$ cat src/rtl/bfra_pkg.sv
// Package of types and constants for the best-fit region allocator
`default_nettype none
package bfra_pkg;
  localparam int TableEntries = 16;
  localparam int WordBytes    = 4;
  localparam int SlotCount    = TableEntries - 2;
  localparam int IdxW         = $clog2(SlotCount);
  localparam int CntW         = $clog2(SlotCount + 1);
  localparam int WbW          = (WordBytes > 1) ? $clog2(WordBytes) : 1;

  localparam logic [1:0] ReqHeap  = 2'd0;
  localparam logic [1:0] ReqStack = 2'd1;
  localparam logic [1:0] ReqFree  = 2'd2;

  localparam logic CfgHeapBottom = 1'b0;
  localparam logic CfgHeapTop    = 1'b1;

  // Datapath operations requested by the controller
  typedef enum logic [2:0] {
    OpNone  = 3'd0,
    OpLoad  = 3'd1,
    OpScan  = 3'd2,
    OpPlace = 3'd3,
    OpShift = 3'd4,
    OpDone  = 3'd5
  } op_e;

  typedef struct packed {
    op_e op;
  } bfra_cmd_t;

  typedef struct packed {
    logic scan_last;
    logic shift_last;
    logic fail_early;
    logic found;
    logic is_free;
  } bfra_sts_t;
endpackage
`default_nettype wire

$ cat src/rtl/bfra_ctrl.sv
// Controller state machine that sequences one request through the datapath
`default_nettype none
module bfra_ctrl (
  input  wire                  clk_i,
  input  wire                  rst_ni,
  input  wire                  req_valid_i,
  output logic                 req_ready_o,
  output logic                 res_valid_o,
  input  wire                  res_ready_i,
  output bfra_pkg::bfra_cmd_t  cmd_o,
  input  wire bfra_pkg::bfra_sts_t sts_i
);
  import bfra_pkg::*;

  typedef enum logic [4:0] {
    StIdle  = 5'b00001,
    StScan  = 5'b00010,
    StPlace = 5'b00100,
    StShift = 5'b01000,
    StOut   = 5'b10000
  } state_e;

  state_e state_q, state_d;
  logic   res_valid_q, res_valid_d;

  // Accept a new request in idle once the result register is free
  assign req_ready_o = (state_q == StIdle) && !res_valid_q;
  assign res_valid_o = res_valid_q;

  // Step through scan, placement and table shift
  always_comb begin
    state_d     = state_q;
    res_valid_d = res_valid_q;
    cmd_o.op    = OpNone;
    if (res_valid_q && res_ready_i) res_valid_d = 1'b0;
    unique case (state_q)
      StIdle: begin
        if (req_valid_i && req_ready_o) begin
          cmd_o.op = OpLoad;
          state_d  = StScan;
        end
      end
      StScan: begin
        cmd_o.op = OpScan;
        if (sts_i.fail_early) begin
          state_d = StOut;
        end else if (sts_i.scan_last) begin
          state_d = StPlace;
        end
      end
      StPlace: begin
        cmd_o.op = OpPlace;
        state_d  = sts_i.found ? StShift : StOut;
      end
      StShift: begin
        cmd_o.op = OpShift;
        if (sts_i.shift_last) state_d = StOut;
      end
      StOut: begin
        cmd_o.op    = OpDone;
        res_valid_d = 1'b1;
        state_d     = StIdle;
      end
      default: state_d = StIdle;
    endcase
  end

  // Hold state and result flag
  always_ff @(posedge clk_i or negedge rst_ni) begin
    if (!rst_ni) begin
      state_q     <= StIdle;
      res_valid_q <= 1'b0;
    end else begin
      state_q     <= state_d;
      res_valid_q <= res_valid_d;
    end
  end
endmodule
`default_nettype wire

$ cat src/rtl/bfra_dp.sv
// Datapath: region table, gap scan, placement and table shift
`default_nettype none
module bfra_dp (
  input  wire                  clk_i,
  input  wire                  rst_ni,
  input  wire                  cfg_we_i,
  input  wire                  cfg_index_i,
  input  wire [31:0]           cfg_data_i,
  input  wire [1:0]            req_type_i,
  input  wire [31:0]           req_size_i,
  input  wire [31:0]           req_address_i,
  input  wire bfra_pkg::bfra_cmd_t cmd_i,
  output bfra_pkg::bfra_sts_t  sts_o,
  output logic [31:0]          grant_address_o,
  output logic                 success_o
);
  import bfra_pkg::*;

  logic [31:0] start_q [SlotCount];
  logic [31:0] len_q   [SlotCount];
  logic [CntW-1:0] count_q;
  logic [31:0] bottom_q, top_q;

  logic [1:0]  type_q;
  logic [32:0] need_q;
  logic [31:0] addr_q;
  logic [CntW-1:0] k_q;
  logic [32:0] lo_end_q;
  logic        found_q;
  logic [32:0] best_gap_q, best_base_q;
  logic [31:0] grant_q;
  logic        ok_q;

  logic [IdxW-1:0] k_idx, km1_idx, kp1_idx;
  logic [31:0] next_start, cur_start, cur_len;
  logic [32:0] gap, need_rnd;
  logic        in_table, fits;
  logic [32:0] place;

  assign k_idx   = k_q[IdxW-1:0];
  assign km1_idx = IdxW'(k_q - CntW'(1));
  assign kp1_idx = IdxW'(k_q + CntW'(1));
  assign in_table  = (k_q < count_q);
  assign cur_start = start_q[k_idx];
  assign cur_len   = len_q[k_idx];
  assign next_start = in_table ? cur_start : top_q;
  assign gap  = (lo_end_q > {1'b0, next_start}) ? 33'd0 : ({1'b0, next_start} - lo_end_q);
  assign fits = (need_q <= gap) && (!found_q || gap < best_gap_q);

  // Round the size up to whole words
  always_comb begin
    need_rnd = {1'b0, req_size_i};
    if (req_size_i[WbW-1:0] != '0 && WordBytes > 1) begin
      need_rnd = {1'b0, req_size_i} + 33'(WordBytes) - 33'(req_size_i[WbW-1:0]);
    end
    if (WordBytes == 1) need_rnd = {1'b0, req_size_i};
  end

  assign place = (type_q == ReqStack) ? (best_base_q + best_gap_q - need_q) : best_base_q;

  // Status for the controller
  always_comb begin
    sts_o.is_free    = (type_q == ReqFree);
    sts_o.found      = found_q;
    sts_o.fail_early = 1'b0;
    sts_o.scan_last  = 1'b0;
    if (type_q == ReqFree) begin
      sts_o.scan_last = (!in_table) || (cur_start == addr_q);
    end else if (type_q == ReqHeap || type_q == ReqStack) begin
      sts_o.fail_early = (need_q == '0) || (count_q >= CntW'(SlotCount)) || need_q[32];
      sts_o.scan_last  = (k_q == count_q);
    end else begin
      sts_o.fail_early = 1'b1;
    end
    if (type_q == ReqFree) begin
      sts_o.shift_last = (k_q + CntW'(1) >= count_q);
    end else begin
      // The new block is written on the step where no lower neighbour starts above it
      sts_o.shift_last = (k_q == '0) || (start_q[km1_idx] <= addr_q);
    end
  end

  // Hold configuration registers
  always_ff @(posedge clk_i or negedge rst_ni) begin
    if (!rst_ni) begin
      bottom_q <= '0;
      top_q    <= '0;
    end else if (cfg_we_i) begin
      if (cfg_index_i == CfgHeapBottom) bottom_q <= cfg_data_i;
      else top_q <= cfg_data_i;
    end
  end

  // Advance the sequence one step per command
  always_ff @(posedge clk_i or negedge rst_ni) begin
    if (!rst_ni) begin
      count_q <= '0;
      ok_q    <= 1'b0;
      grant_q <= '0;
    end else begin
      unique case (cmd_i.op)
        OpLoad: begin
          type_q      <= req_type_i;
          need_q      <= need_rnd;
          addr_q      <= req_address_i;
          k_q         <= '0;
          lo_end_q    <= {1'b0, bottom_q};
          found_q     <= 1'b0;
          best_gap_q  <= '0;
          best_base_q <= '0;
          ok_q        <= 1'b0;
          grant_q     <= '0;
        end
        OpScan: begin
          if (type_q == ReqFree) begin
            if (in_table && cur_start == addr_q) found_q <= 1'b1;
            else k_q <= k_q + CntW'(1);
          end else if (!sts_o.fail_early) begin
            if (fits) begin
              found_q     <= 1'b1;
              best_gap_q  <= gap;
              best_base_q <= lo_end_q;
            end
            lo_end_q <= {1'b0, cur_start} + {1'b0, cur_len};
            if (!sts_o.scan_last) k_q <= k_q + CntW'(1);
          end
        end
        OpPlace: begin
          if (found_q) begin
            if (type_q == ReqFree) begin
              ok_q <= 1'b1;
            end else begin
              addr_q  <= place[31:0];
              grant_q <= place[31:0];
              ok_q    <= 1'b1;
              k_q     <= count_q;
            end
          end
        end
        OpShift: begin
          if (type_q == ReqFree) begin
            if (k_q + CntW'(1) < count_q) begin
              start_q[k_idx] <= start_q[kp1_idx];
              len_q[k_idx]   <= len_q[kp1_idx];
              k_q <= k_q + CntW'(1);
            end else begin
              count_q <= count_q - CntW'(1);
            end
          end else begin
            // Shift up while the lower neighbour starts above the new block
            if (k_q != '0 && start_q[km1_idx] > addr_q) begin
              start_q[k_idx] <= start_q[km1_idx];
              len_q[k_idx]   <= len_q[km1_idx];
              k_q   <= k_q - CntW'(1);
            end else begin
              start_q[k_idx] <= addr_q;
              len_q[k_idx]   <= need_q[31:0];
              count_q <= count_q + CntW'(1);
            end
          end
        end
        default: ;
      endcase
    end
  end

  assign grant_address_o = grant_q;
  assign success_o       = ok_q;
endmodule
`default_nettype wire

$ cat src/rtl/best_fit_region_allocator.sv
// Top level of the best-fit region allocator
// Keeps a sorted table of up to 14 allocated regions in the window set by
// heap_bottom and heap_top. One request is worked at a time: an allocate
// scans count+1 gaps one per cycle, then inserts by moving entries one per
// cycle; a free scans to the matching entry and closes the hole one entry
// per cycle. Each request is sequenced by the single-entry scan and shift
// sequencer. The result is held in an output register until taken.
`default_nettype none
module best_fit_region_allocator (
  input  wire         clk_i,
  input  wire         rst_ni,
  input  wire         cfg_valid_i,
  output logic        cfg_ready_o,
  input  wire         cfg_index_i,
  input  wire [31:0]  cfg_data_i,
  input  wire         s_axis_tvalid,
  output logic        s_axis_tready,
  input  wire [71:0]  s_axis_tdata,   // req_type[1:0], req_size[33:2], req_address[65:34]
  output logic        m_axis_tvalid,
  input  wire         m_axis_tready,
  output logic [39:0] m_axis_tdata    // grant_address[31:0], success[32]
);
  import bfra_pkg::*;

  bfra_cmd_t   cmd;
  bfra_sts_t   sts;
  logic [31:0] grant;
  logic        ok;

  assign cfg_ready_o = 1'b1;

  bfra_ctrl u_ctrl (
    .clk_i, .rst_ni,
    .req_valid_i (s_axis_tvalid),
    .req_ready_o (s_axis_tready),
    .res_valid_o (m_axis_tvalid),
    .res_ready_i (m_axis_tready),
    .cmd_o       (cmd),
    .sts_i       (sts)
  );

  bfra_dp u_dp (
    .clk_i, .rst_ni,
    .cfg_we_i        (cfg_valid_i),
    .cfg_index_i     (cfg_index_i),
    .cfg_data_i      (cfg_data_i),
    .req_type_i      (s_axis_tdata[1:0]),
    .req_size_i      (s_axis_tdata[33:2]),
    .req_address_i   (s_axis_tdata[65:34]),
    .cmd_i           (cmd),
    .sts_o           (sts),
    .grant_address_o (grant),
    .success_o       (ok)
  );

  assign m_axis_tdata = {7'd0, ok, grant};
endmodule
`default_nettype wire

$ cat config.mk
export PLATFORM = sky130hd
export DESIGN_NAME = best_fit_region_allocator
export DESIGN_NICKNAME = d
export VERILOG_FILES = /design/src/rtl/bfra_pkg.sv /design/src/rtl/bfra_ctrl.sv /design/src/rtl/bfra_dp.sv /design/src/rtl/best_fit_region_allocator.sv
export SDC_FILE = /design/constraint.sdc
export NUM_CORES = 2
export LEC_CHECK = 0
export BUFFER_PORTS_ARGS = -buffer_cell sky130_fd_sc_hd__buf_2
export CORE_ASPECT_RATIO = 1.5
export CORE_MARGIN = 2
export CORE_UTILIZATION = 50
export CTS_CLUSTER_DIAMETER = 150
export DETAILED_ROUTE_END_ITERATION = 8
export PLACE_DENSITY_LB_ADDON = 0.25
export SYNTH_ARGS = -nofsm -noshare
export SYNTH_HDL_FRONTEND = slang
export SYNTH_HIERARCHICAL = 1
export SYNTH_SLANG_ARGS = --single-unit
$ cat constraint.sdc
create_clock -name clk_i -period 17.8 [get_ports clk_i]
set_input_delay 0.89 -clock clk_i [delete_from_list [all_inputs] [get_ports clk_i]]
set_output_delay 0.89 -clock clk_i [all_outputs]
set_load 0.005 [all_outputs]
==> results_dict.tcl <==
set metrics [dict create \
    final_area_sq_um 77560 \
    timing_worst_slew_pin_value_ps 1323 \
    clk_latency_ps 740 \
    fin_skew_ps 29.06 \
    gr_util_all_layers 0.3036 \
    power-per-cell-area_nw_per_um2 197.3 \
    floorplan.die_area_sq_um 145400 \
    post_cts_setup_buffers 0 \
    hold_path.class "in2async" \
    detail_route.first_pass.iterations 5 \
    cp.required_ps 18160 \
    coreArea_sq_um 141300 \
    ratio_of_routed_vias_to_standard_cells 6.536 \
    finalSetupViolCount 0 \
    grt_start_max_net_pins 161 \
    worst-path-max-fanout 65 \
    layout-drive-gt1-share 0.2107 \
    avgSynthCellArea_sq_um 12.43 \
    total_leakage_power_nw 28.45 \
    die_w_um 312.0 \
    pre_cts_ws_ps 7771 \
    cts_inserted_buffers 109 \
    overflow 0 \
    dpl.hpwl_um 147300 \
    synth.lib_cells_used.distinct 92 \
    post_cts_hold_buffer_count 0 \
    vias 50350 \
    fmaxAchievable_ghz 0.09981 \
    final_setup_slack_of_the_worst_path_ps 7781 \
    critical_path.most_common_cell "buf_4" \
    design.final.nets 6111 \
    synth_enable_flop_cells 1066 \
    clk_path_buf_depth 3 \
    layout_min_cycle_time_ps 10020 \
    first_global_vias 49930 \
    period_share 0.5629 \
    detail_route.iter0.violations 5455 \
    remaining_drc_errors 0 \
    final_max_slew_viol_count 0 \
    ctsRootBufferMaster "clkbuf_16" \
    io_pins 153 \
    mostFrequentLayoutCell "edfxtp_1" \
    setup_tns_ps 0 \
    outcome "completed" \
    num-fill-cells 11700 \
    final_cell_mix "edfxtp_1, nand2_1, mux2i_1" \
    smallest_hold_slack_ps 172.1 \
    fp-row-count 169 \
    cts.repair.resized 0 \
    yosys_most_used_dff "edfxtp_1" \
    ys_async_sr_fraction 0.09091 \
    sequential_cell_area_sq_um 34780 \
    ir_worst_vdd_mv 0.1802 \
    number_of_antenna_violations_at_the_first_check_in_global_routing 12 \
    hold_viol 0 \
    ys_ff_latch 1177 \
    grt_pass1_wl_um 324900 \
    criticalPathCategory "reg2reg" \
    initial_utilization 0.5036 \
    cp_slowest_stage_delay_ps 750 \
    critical_path.startpoint_type "register" \
    cts_tree "yes" \
    timing.slew.headroom 0.09295 \
    combined_area_of_the_multi_input_logic_cells_sq_um 34000 \
    worst-endpoint-arrival_ps 10380 \
    synthCells 5723 \
    clkSlewWorstSetupHoldPaths_ps 70 \
    crit_path_end_kind "register" \
    seq_area_frac_synth 0.4888 \
    post_detailed_route_wirelength_per_cell_um 28.98 \
    antenna_left 0 \
    routed_wl_um 223200 \
    portBuffers 138 \
    maxCapViolCount 0 \
    yosys_warnings 6 \
    floorplan.die.height_um 466.0 \
    syn-cell-area_sq_um 71130 \
    setup_repair_after_global_routing_missed_its_margin "false" \
    clock_tree.htree_level_count 3 \
    clkSinkCount 1177 \
    syn2layout_area_growth_pct 9.030 \
    gp_routability_congestion 0.9715 \
    placed_area_sq_um 73860 \
    critPathSlowestCell "buf_4" \
]
-- registers in the layout, indices dropped and copies added (netlist names), 5 cells and up, named ones only --
register and cells:
u_dp/top_q 32, u_dp/lo_end_q 33, u_dp/need_q 33, u_dp/len_q 448, u_dp/addr_q 32, u_dp/bottom_q 32
u_dp/start_q 448, u_dp/best_base_q 32, u_dp/grant_address_o 32, u_dp/best_gap_q 33, u_ctrl/state_q 5
-- Yosys cell counts (all sizes together), types with 66 or more instances --
cell    count  share of area
ha        240          0.042
a31oi      67         0.0059
mux2i     391          0.055
dfrtp     106          0.037
o211ai     84         0.0089
o21ai     302          0.021
edfxtp   1066           0.45
nor3       81         0.0057
a21o       85         0.0090
mux2      343          0.055
nor2      371          0.020
a211oi     66         0.0070
mux4      385           0.12
clkbuf    225          0.012
buf       137          0.010
nand2     483          0.025
xnor2      79         0.0097
inv       299          0.016
a21oi     343          0.024
-- critical path: cells and delay by family (launching register included) --
| kind | cells | cell delay (ps) |
|---|---|---|
| AOI/OAI and AO/OA | 17 | 3990 |
| buffers and inverters | 5 | 2300 |
| muxes | 3 | 1120 |
| adders and majority gates | 3 | 960 |
| DFF | 1 | 570 |
| and+or+nand+nor | 3 | 440 |
| xor gates and xnor gates | 1 | 190 |
-- routing by layer --
metal / GRT usage / part of all wire / vias to the layer above
li1: - / - / 21860
met1: 0.3687 / 0.36 / 25310
met2: 0.5090 / 0.48 / 2546
met3: 0.04901 / 0.086 / 638
met4: 0.1860 / 0.069 / 0
met5: 0 / 0 / -
-- kinds of logic (layout without fill, tap and decap cells) --
family,Yosys count,after routing,share of synthesized area
compound gates,1152,1152,0.09971
xor+xnor,118,118,0.01453
fa+ha+maj,274,274,0.05178
buf+inv,663,753,0.03787
flops,1177,1177,0.4888
mux,1119,1119,0.2314
other cells,3,13,0.0001583
simple gates,1217,1217,0.07574
-- cell type report --
cell class / count / area share
sequential: 1177 / 0.4485
multi-input combinational: 3890 / 0.4384
clock buffer: 131 / 0.03856
tap: 1881 / 0.03035
timing repair buffer: 248 / 0.02039
inverter: 301 / 0.01468
clock inverter: 73 / 0.009018
antenna: 3 / 0.00009679
-- per-stage QoR --
stage / power, W / std cells / util
after floorplan: 0.01018 / 5730 / -
after global placement: 0.01262 / 7497 / 0.5229
after detailed placement: 0.01274 / 7497 / 0.5229
after CTS: 0.01519 / 7701 / 0.5490
after global routing: 0.01613 / 7702 / 0.5490
final: 0.01530 / 7704 / 0.5491
-- report_power, final --
part | switching [W] | internal (W) | total (W)
logic | 0.00548 | 0.00332 | 0.00880
registers | 0.000194 | 0.00388 | 0.00407
clock network | 0.00107 | 0.00136 | 0.00243
-- final timing paths --
path	from	end	cells after the start	slack (ps)
max	register	u_dp/best_gap_q[10]$_SDFFCE_PN0P_	32	7780
min	rst_ni	u_ctrl/state_q[4]$_DFFE_PN0P_	1	170
max reg2reg	register	u_dp/best_gap_q[10]$_SDFFCE_PN0P_	32	7780
min reg2reg	u_dp/grant_address_o[19]$_DFFE_PN0P_	u_dp/grant_address_o[19]$_DFFE_PN0P_	2	470
max in group asynchronous	rst_ni	u_dp/bottom_q[6]$_DFFE_PN0P_	2	16250
min in group clk_i	m_axis_tready	u_ctrl/res_valid_o$_DFFE_PN0P_	2	330
(Power assumes the default switching activity.)
